==> src/rtl/core/stream_duplicate_filter_assert.svh <==
// Assertion macros shared by the duplicate filter RTL.
`ifndef STREAM_DUPLICATE_FILTER_ASSERT_SVH
`define STREAM_DUPLICATE_FILTER_ASSERT_SVH

// Same-cycle implication, checked on every rising edge outside reset.
`define SDF_ASSERT_SAME(label, ante, cons, msg) \
	label: assert property (@(posedge clk) disable iff (!arst_n) (ante) |-> (cons)) \
		else $error(msg);

// Next-cycle implication, checked on every rising edge outside reset.
`define SDF_ASSERT_NEXT(label, ante, cons, msg) \
	label: assert property (@(posedge clk) disable iff (!arst_n) (ante) |=> (cons)) \
		else $error(msg);

`endif

==> src/rtl/core/sdf_pkg.sv <==
// Shared types and constants for the duplicate filter.
`default_nettype none

package sdf_pkg;

	localparam int unsigned VALUE_W = 64;
	localparam int unsigned UCOUNT_W = 7;

	// Commands from the controller to the datapath.
	typedef struct packed {
		logic load;
		logic scan;
		logic commit;
	} sdf_cmd_t;

	// Status from the datapath to the controller.
	typedef struct packed {
		logic scan_done;
		logic slot_free;
	} sdf_sts_t;

endpackage

`default_nettype wire

==> src/rtl/core/sdf_ram.sv <==
// Generic single-write, single-read RAM with registered read data.
`default_nettype none

module sdf_ram #(
	parameter int unsigned WIDTH = 64,
	parameter int unsigned DEPTH = 64
) (
	input  wire logic                                     clk,
	input  wire logic                                     wr_en,
	input  wire logic [((DEPTH > 1) ? $clog2(DEPTH) : 1)-1:0] wr_addr,
	input  wire logic [WIDTH-1:0]                         wr_data,
	input  wire logic [((DEPTH > 1) ? $clog2(DEPTH) : 1)-1:0] rd_addr,
	output logic      [WIDTH-1:0]                         rd_data
);

	logic [WIDTH-1:0] mem_q [DEPTH];

	always_ff @(posedge clk) begin
		if (wr_en) begin
			mem_q[wr_addr] <= wr_data;
		end
		rd_data <= mem_q[rd_addr];
	end

endmodule

`default_nettype wire

==> src/rtl/core/sdf_ctrl.sv <==
// Controller state machine for the duplicate filter.
`default_nettype none

module sdf_ctrl (
	input  wire logic             clk,
	input  wire logic             arst_n,
	input  wire logic             in_valid,
	output logic                  in_ready,
	output sdf_pkg::sdf_cmd_t     cmd,
	input  wire sdf_pkg::sdf_sts_t sts
);

	localparam logic ST_IDLE = 1'b0;
	localparam logic ST_SCAN = 1'b1;

	logic state_q;
	logic state_d;

	always_comb begin
		state_d    = state_q;
		in_ready   = 1'b0;
		cmd.load   = 1'b0;
		cmd.scan   = 1'b0;
		cmd.commit = 1'b0;
		case (state_q)
			ST_IDLE: begin
				in_ready = 1'b1;
				if (in_valid) begin
					cmd.load = 1'b1;
					state_d  = ST_SCAN;
				end
			end
			ST_SCAN: begin
				cmd.scan = 1'b1;
				// The result may only leave once the output register is free.
				if (sts.scan_done && sts.slot_free) begin
					cmd.commit = 1'b1;
					state_d    = ST_IDLE;
				end
			end
			default: begin
				state_d = ST_IDLE;
			end
		endcase
	end

	always_ff @(posedge clk or negedge arst_n) begin
		if (!arst_n) begin
			state_q <= ST_IDLE;
		end else begin
			state_q <= state_d;
		end
	end

endmodule

`default_nettype wire

==> src/rtl/core/sdf_dp.sv <==
// Datapath: input register, table scan, count and output register.
`default_nettype none

module sdf_dp #(
	parameter int unsigned DEPTH = 64
) (
	input  wire logic                          clk,
	input  wire logic                          arst_n,
	input  wire logic [sdf_pkg::VALUE_W-1:0]   value,
	input  wire logic                          last,
	input  wire sdf_pkg::sdf_cmd_t             cmd,
	output sdf_pkg::sdf_sts_t                  sts,
	output logic                               out_valid,
	input  wire logic                          out_ready,
	output logic      [sdf_pkg::VALUE_W-1:0]   value_out,
	output logic                               keep,
	output logic                               overflow,
	output logic      [sdf_pkg::UCOUNT_W-1:0]  unique_count,
	output logic                               last_out
);

	localparam int unsigned AW = (DEPTH > 1) ? $clog2(DEPTH) : 1;
	localparam int unsigned CW = $clog2(DEPTH + 1);
	localparam logic [CW-1:0] FULL_CNT = CW'(DEPTH);

	logic [sdf_pkg::VALUE_W-1:0] value_q;
	logic                        last_q;
	logic [CW-1:0]               count_q;
	logic [CW-1:0]               rd_idx_q;
	logic                        pend_s1;
	logic                        hit_q;
	logic                        out_valid_q;

	logic [sdf_pkg::VALUE_W-1:0] rd_data;
	logic                        match;
	logic                        issue;
	logic                        full;
	logic                        store;
	logic [CW-1:0]               new_count;

	assign match = pend_s1 && (rd_data == value_q);
	// Stop fetching once every stored entry is requested or a match is seen.
	assign issue = cmd.scan && (rd_idx_q != count_q) && !hit_q && !match;
	assign full  = (count_q == FULL_CNT);
	assign store = cmd.commit && !hit_q && !full;
	assign new_count = store ? count_q + CW'(1) : count_q;

	assign sts.scan_done = !pend_s1 && (hit_q || (rd_idx_q == count_q));
	assign sts.slot_free = !out_valid_q || out_ready;

	sdf_ram #(
		.WIDTH(sdf_pkg::VALUE_W),
		.DEPTH(DEPTH)
	) u_table (
		.clk    (clk),
		.wr_en  (store),
		.wr_addr(count_q[AW-1:0]),
		.wr_data(value_q),
		.rd_addr(rd_idx_q[AW-1:0]),
		.rd_data(rd_data)
	);

	always_ff @(posedge clk) begin
		if (cmd.load) begin
			value_q <= value;
			last_q  <= last;
		end
		if (cmd.commit) begin
			value_out    <= value_q;
			keep         <= !hit_q;
			overflow     <= !hit_q && full;
			unique_count <= sdf_pkg::UCOUNT_W'(new_count);
			last_out     <= last_q;
		end
	end

	always_ff @(posedge clk or negedge arst_n) begin
		if (!arst_n) begin
			count_q     <= '0;
			rd_idx_q    <= '0;
			pend_s1     <= 1'b0;
			hit_q       <= 1'b0;
			out_valid_q <= 1'b0;
		end else begin
			if (cmd.load) begin
				rd_idx_q <= '0;
				hit_q    <= 1'b0;
				pend_s1  <= 1'b0;
			end else begin
				pend_s1 <= issue;
				if (issue) begin
					rd_idx_q <= rd_idx_q + CW'(1);
				end
				if (match) begin
					hit_q <= 1'b1;
				end
			end
			if (cmd.commit) begin
				count_q <= last_q ? '0 : new_count;
			end
			if (cmd.commit) begin
				out_valid_q <= 1'b1;
			end else if (out_ready) begin
				out_valid_q <= 1'b0;
			end
		end
	end

	assign out_valid = out_valid_q;

endmodule

`default_nettype wire

==> src/rtl/core/stream_duplicate_filter.sv <==
// Each accepted item is scanned against the N distinct values stored in the current set;
// a match ends the scan early. Items are taken one at a time: the next is accepted only
// after the result of the last is committed. The single read port of the table memory
// limits the scan, as stored entries are compared one per cycle.
// A waiting result does not stop the next item being accepted and scanned.
// Reset (arst_n low) empties the table count and drops any item in flight.
`default_nettype none

`include "stream_duplicate_filter_assert.svh"

module stream_duplicate_filter #(
	parameter int unsigned DEPTH = 64
) (
	input  wire logic                         clk,
	input  wire logic                         arst_n,
	input  wire logic                         in_valid,
	output logic                              in_ready,
	input  wire logic [sdf_pkg::VALUE_W-1:0]  value,
	input  wire logic                         last,
	output logic                              out_valid,
	input  wire logic                         out_ready,
	output logic      [sdf_pkg::VALUE_W-1:0]  value_out,
	output logic                              keep,
	output logic                              overflow,
	output logic      [sdf_pkg::UCOUNT_W-1:0] unique_count,
	output logic                              last_out
);

	sdf_pkg::sdf_cmd_t cmd;
	sdf_pkg::sdf_sts_t sts;

	sdf_ctrl u_ctrl (
		.clk     (clk),
		.arst_n  (arst_n),
		.in_valid(in_valid),
		.in_ready(in_ready),
		.cmd     (cmd),
		.sts     (sts)
	);

	sdf_dp #(
		.DEPTH(DEPTH)
	) u_dp (
		.clk         (clk),
		.arst_n      (arst_n),
		.value       (value),
		.last        (last),
		.cmd         (cmd),
		.sts         (sts),
		.out_valid   (out_valid),
		.out_ready   (out_ready),
		.value_out   (value_out),
		.keep        (keep),
		.overflow    (overflow),
		.unique_count(unique_count),
		.last_out    (last_out)
	);

	`SDF_ASSERT_NEXT(a_one_item, in_valid && in_ready, !in_ready, "item accepted during scan")
	`SDF_ASSERT_SAME(a_ovf_keep, out_valid && overflow, keep, "overflow flagged on a repeat")
	`SDF_ASSERT_SAME(a_commit_slot, cmd.commit, sts.slot_free && !cmd.load, "result overwritten")
	`SDF_ASSERT_NEXT(a_commit_out, cmd.commit, out_valid, "committed result not presented")

endmodule

`default_nettype wire
==> config.mk <==
export PLATFORM = sky130hd
export DESIGN_NAME = stream_duplicate_filter
export DESIGN_NICKNAME = d
export VERILOG_FILES = /design/src/rtl/core/sdf_pkg.sv /design/src/rtl/core/sdf_ram.sv /design/src/rtl/core/sdf_ctrl.sv /design/src/rtl/core/sdf_dp.sv /design/src/rtl/core/stream_duplicate_filter.sv
export VERILOG_INCLUDE_DIRS = /design/src /design/src/rtl/core
export SDC_FILE = /design/constraint.sdc
export NUM_CORES = 2
export LEC_CHECK = 0
export BUFFER_PORTS_ARGS = -buffer_cell sky130_fd_sc_hd__buf_2
export CORE_ASPECT_RATIO = 1.2
export CORE_MARGIN = 5
export CORE_UTILIZATION = 40
export DETAILED_ROUTE_END_ITERATION = 7
export SETUP_SLACK_MARGIN = 0.02
export SLEW_MARGIN = 20
export SYNTH_ARGS = -nofsm -noshare
export SYNTH_HDL_FRONTEND = slang
export SYNTH_HIERARCHICAL = 1
export SYNTH_SLANG_ARGS = --single-unit
==> constraint.sdc <==
create_clock -name clk -period 10.3 [get_ports clk]
set_input_delay 0.515 -clock clk [delete_from_list [all_inputs] [get_ports clk]]
set_output_delay 0.515 -clock clk [all_outputs]
set_load 0.1 [all_outputs]
After elaboration in Yosys (flattened, before gate mapping)
Memories as Yosys holds them, arrays and structs flattened. A register that Yosys moved wholly into a read port is not among the register bits.
Index checks and enable logic that the tools add are counted.
Cells by class
  add/subtract/negate cells: 2
  equal/unequal tests: 4
  muxes and demuxes: 18
  bitwise logic cells: 1
  reduce and logical (&&, ||, !) cells: 19
Operators by type and width (count)
  64-bit == test: 1
  7-bit 2-to-1 mux: 4
  7-bit by 1-bit adder with 7-bit output (second input constant): 2
  1-bit 2-to-1 mux: 12
  1-bit logical AND: 9
  7-bit == test: 1
  7-bit == test (second input constant): 1
  7-bit inequality test: 1
  2-bit nonzero test: 3
  1-bit zero test: 5
  1-bit logical OR: 2
  2-bit 2-to-1 mux: 1
  1-bit one-hot mux with 2 select lines: 1
  1-bit NOT: 1
Word-level totals
  register bits: 157
  RAM bits: 4096
  memories: 1
Memory list
  u_dp.u_table.mem_q: depth 64, bits a word 64, read ports 1, clocked after memory_dff 1, write ports 1, RTL line sdf_ram.sv:16  | logic [WIDTH-1:0] mem_q [DEPTH];

Longest topological paths before layout
  depth in word-level cells: 11
  gate-level depth with buffers: 12
  mapped depth without buffers: 10

By module
The synthesis kept the hierarchy.
By module, submodules not included
  sdf_ram: times used 1, cells an instance 6598, area each 156348.7 µm², sequential area each 124279.2 µm²
  sdf_dp: times used 1, cells an instance 354, area each 5965.7 µm², sequential area each 4599.4 µm²
  sdf_ctrl: times used 1, cells an instance 7, area each 66.3 µm², sequential area each 25.0 µm²

Least setup slack after synthesis
Ideal clock, no wire load.
  kind: reg2reg
  start: register u_dp.count_q[3]
  end: memory u_dp.u_table.mem_q[49][0] (enable)
  library setup time: 564 ps
  arrival: 6833 ps
  slack: 2903 ps
  stages on the path, launching flop included: 11
  path through: dfrtp_1 buf_2 xor2_1 nor4_1 a41oi_1 nor2_1 and3_4 and3_1 buf_6 nand4_1 nor3_1
RTL lines
  start, declared: RTL line sdf_dp.sv:28  | logic [CW-1:0] count_q;
  start signal, assigned: RTL line sdf_dp.sv:99  | count_q <= last_q ? '0 : new_count;
  end, declared: RTL line sdf_ram.sv:16

==> flow_summary.yaml <==
worst_setup_path:
  endpoint_kind: "flip-flop"
  r2r-start: "u_dp/rd_idx_q[0]"
  r2r_cells: 9
  worstPathMaxFanout: 47
  required_ns: 10.83
  cp-start-kind: "flip-flop"
  startpoint: "u_dp/rd_idx_q[0]"
  timing.rr.end: "u_dp/u_table/mem_q[15][26]"
  reg2reg_slack_ns: 3.77
  worstSetupPathType: "flip-flop to flip-flop"
  cp.arrival_ns: 7.06
power_and_ir_drop:
  leakage_uw: 0.0568
  ir_drop_mv: 0.210
  powerDensity_mw_per_mm2: 257
clocking:
  insertion_delay_ns: 0.95
  cts-htree-levels: 5
  clockBufferDepth: 4
  cts_buffers: 398
  cts_tree: "yes"
  cts.sinks: 4317
  clk_pin_slew_worst_paths_ns: 0.06
  cts_root_buf: "clkbuf_16"
hold_path:
  hold_class: "input pin to async pin"
synthesis:
  synth_seq_cells: 4317
  synth_top_family_by_area: "multiplexers"
  yosys.cell_types.count: 55
  ys_seq_area_share_pct: 79.4
  synth-main-ff-cell: "edfxtp_1"
  netlist_instances: 6959
  synthMuxAreaShare_pct: 15.0
  synthAdderAreaFrac_pct: 0.0231
  synthSimpleGateAreaFrac_pct: 1.49
  synth_edf_count: 4235
  ys_async_sr_fraction_pct: 0.417
  syn_nets: 7031
  synth_compound_area_share_pct: 2.54
  synth.cell_area_mm2: 0.162
  synthXorXnorAreaFrac_pct: 0.318
  syn_avg_cell_area_um2: 23.3
  ys_warn_count: 6
timing:
  tns_ns: 0
  hold_viol_final: 0
  period_minus_slack_ns: 6.53
  hold-worst-slack_ns: 0.0798
  tightest_slew_ns: 1.16
  setup_viol: 0
  maxSlewHeadroom_pct: 22.0
  finalMaxSlewViolations: 0
  fmax_mhz: 153
  finClkSkew_ns: 0.0619
  grt_setup_unrepaired: "false"
  period_share_pct: 63.4
placed_design:
  place_congestion: 0.822
  port-buffer-count: 144
  hpwlAfterDp_mm: 257
floorplanning:
  start_util_pct: 40.1
  die_y_um: 708
  ioPinCount: 145
  dieWidth_um: 592
  die_area_mm2: 0.419
  core_region_area_mm2: 0.405
  num_rows: 256
route:
  drt_pass1_iterations: 6
  wl_per_cell_um: 34.2
  drt_iter0_drc: 10200
  vias: 78400
  drc: 0
  ant_nets: 0
  routed_wl_mm: 452
  via_per_inst: 5.94
cells_and_area:
  post-route-util_pct: 45.6
  drive_above_1_share_pct: 27.3
  fin_nets: 7530
  area_delta_synth_final_pct: 13.7
global_routing:
  grt_start_max_net_pins: 125
  antenna_found_initial: 38
  grt_usage_pct: 21.3
  grt_pass1_vias: 79300
  gr-total-overflow: 0
  grt_pass1_wl_mm: 631
status:
  status: "finished clean"
run:
  max_cap_viol_count: 0
-- placed cells by master, fill, tap and decap left out, drive strengths merged, types with 27 or more instances in the layout --
cell / n
edfxtp: 4235
mux4: 1024
clkbuf: 494
buf: 408
a22oi: 168
clkinv: 156
mux2i: 136
nor2: 126
a22o: 92
o22ai: 83
dlygate4sd3: 68
nand2: 68
and3: 67
dfxtp: 64
a211oi: 63
xnor2: 50
nand3: 49
bufinv: 47
inv: 47
o221ai: 40
nor2b: 34
or3: 33
nand2b: 29
or2: 28
a41oi: 27
-- critical path: stages, from the launching register on --
cell and delay (ns):
dfrtp_4 0.90, xor2_1 0.20, nor4_1 0.30, a41oi_1 0.22, nor2_1 0.19, and3_4 0.85, and3_1 0.62, nand4_1 0.79
nor2_4 1.08, buf_4 0.83
-- per-stage QoR --
stage / cells / power (uW) / setup slack, ns / cell area, um2
finish: 13200 / 47500 / 3.77 / 185000
global route: 13200 / 49100 / 3.60 / 185000
CTS: 13200 / 47900 / 3.83 / 185000
detailed placement: 12400 / 33000 / 3.87 / 171000
global placement: 12400 / 32900 / 3.59 / 171000
floorplan: 6959 / 28600 / 2.90 / 162000
-- power by group --
group	internal (uW)	total, uW	switching [uW]
sequential	19700	20100	347
clock	8510	15000	6450
combinational	5000	12400	7440
total	33300	47500	14200
-- final cells by class --
type                       instances  area [um2]
clock inverter                   229        2490
antenna                           12        30.0
clock buffer                     494       10600
tap                             5418        6780
sequential                      4317      129000
timing repair buffer             476        3630
multi-input combinational       2231       32100
fill                           33500      220000
inverter                          34         128
-- cells by family after synthesis --
group / count (synthesis)
flip-flops: 4317
buffers and inverters: 411
AO/OA/AOI/OAI: 539
multiplexers: 1160
XOR/XNOR: 59
adder cells (fa/ha/maj): 3
AND/OR/NAND/NOR: 470
-- state kept, by name, indices dropped and copies added (netlist names), 7 cells and up --
name	count
u_dp/value_q	64
u_dp/u_table/mem_q	4096
u_dp/count_q	7
u_dp/rd_idx_q	7
u_dp/unique_count	7
u_dp/value_out	64
u_dp/u_table/rd_data	64
-- layer usage --
layer	GRT usage (%)	vias up	part of all wire (%)
met5	0	-	0.0084
met4	7.61	6	4.2
met3	3.35	675	8.5
met2	34.9	3948	49
met1	29.1	43000	38
li1	-	30800	-
-- timing repair --
item                       CTS  global route
hold endpoints to repair    85             0
setup endpoints to repair    0             0
buffers inserted             0             0
hold buffers                68             0
gates resized for setup      0             0
-- Yosys cell counts (all sizes together) (2+ instances only) --
cell	number	share of area, %
nand2b	29	0.11
nor2	126	0.29
clkbuf	141	0.33
a22o	92	0.50
ha	3	0.023
dfrtp	18	0.28
xnor2	50	0.27
inv	34	0.079
a221o	2	0.012
buf	236	0.80
a31oi	18	0.069
nand3b	3	0.014
and3	67	0.26
a22oi	168	0.78
o31ai	2	0.0092
edfxtp	4235	78
mux4	1024	14
dfxtp	64	0.79
xor2	9	0.049
a41oi	27	0.15
and2	4	0.015
or2	28	0.11
nand2	68	0.16
and4	3	0.016
o21ai	10	0.031
o221ai	40	0.22
o2111ai	5	0.027
nand3	49	0.15
nor2b	34	0.13
nor4	5	0.019
a211oi	63	0.29
mux2i	136	0.84
nand4	14	0.054
nor3	3	0.0092
a21oi	4	0.012
a2bb2oi	19	0.10
o22ai	83	0.32
or3	33	0.13
-- worst max path at each step --
stage / end / cells after the start
finish: u_dp/u_table/mem_q[15][26] / 9
global route: u_dp/u_table/mem_q[6][32] / 10
CTS: u_dp/u_table/mem_q[6][0] / 10
detailed placement: u_dp/u_table/mem_q[14][14] / 10
global placement: u_dp/u_table/mem_q[14][34] / 10
floorplan: u_dp/u_table/mem_q[49][0] / 10
Power figures use the tool's default switching activity.
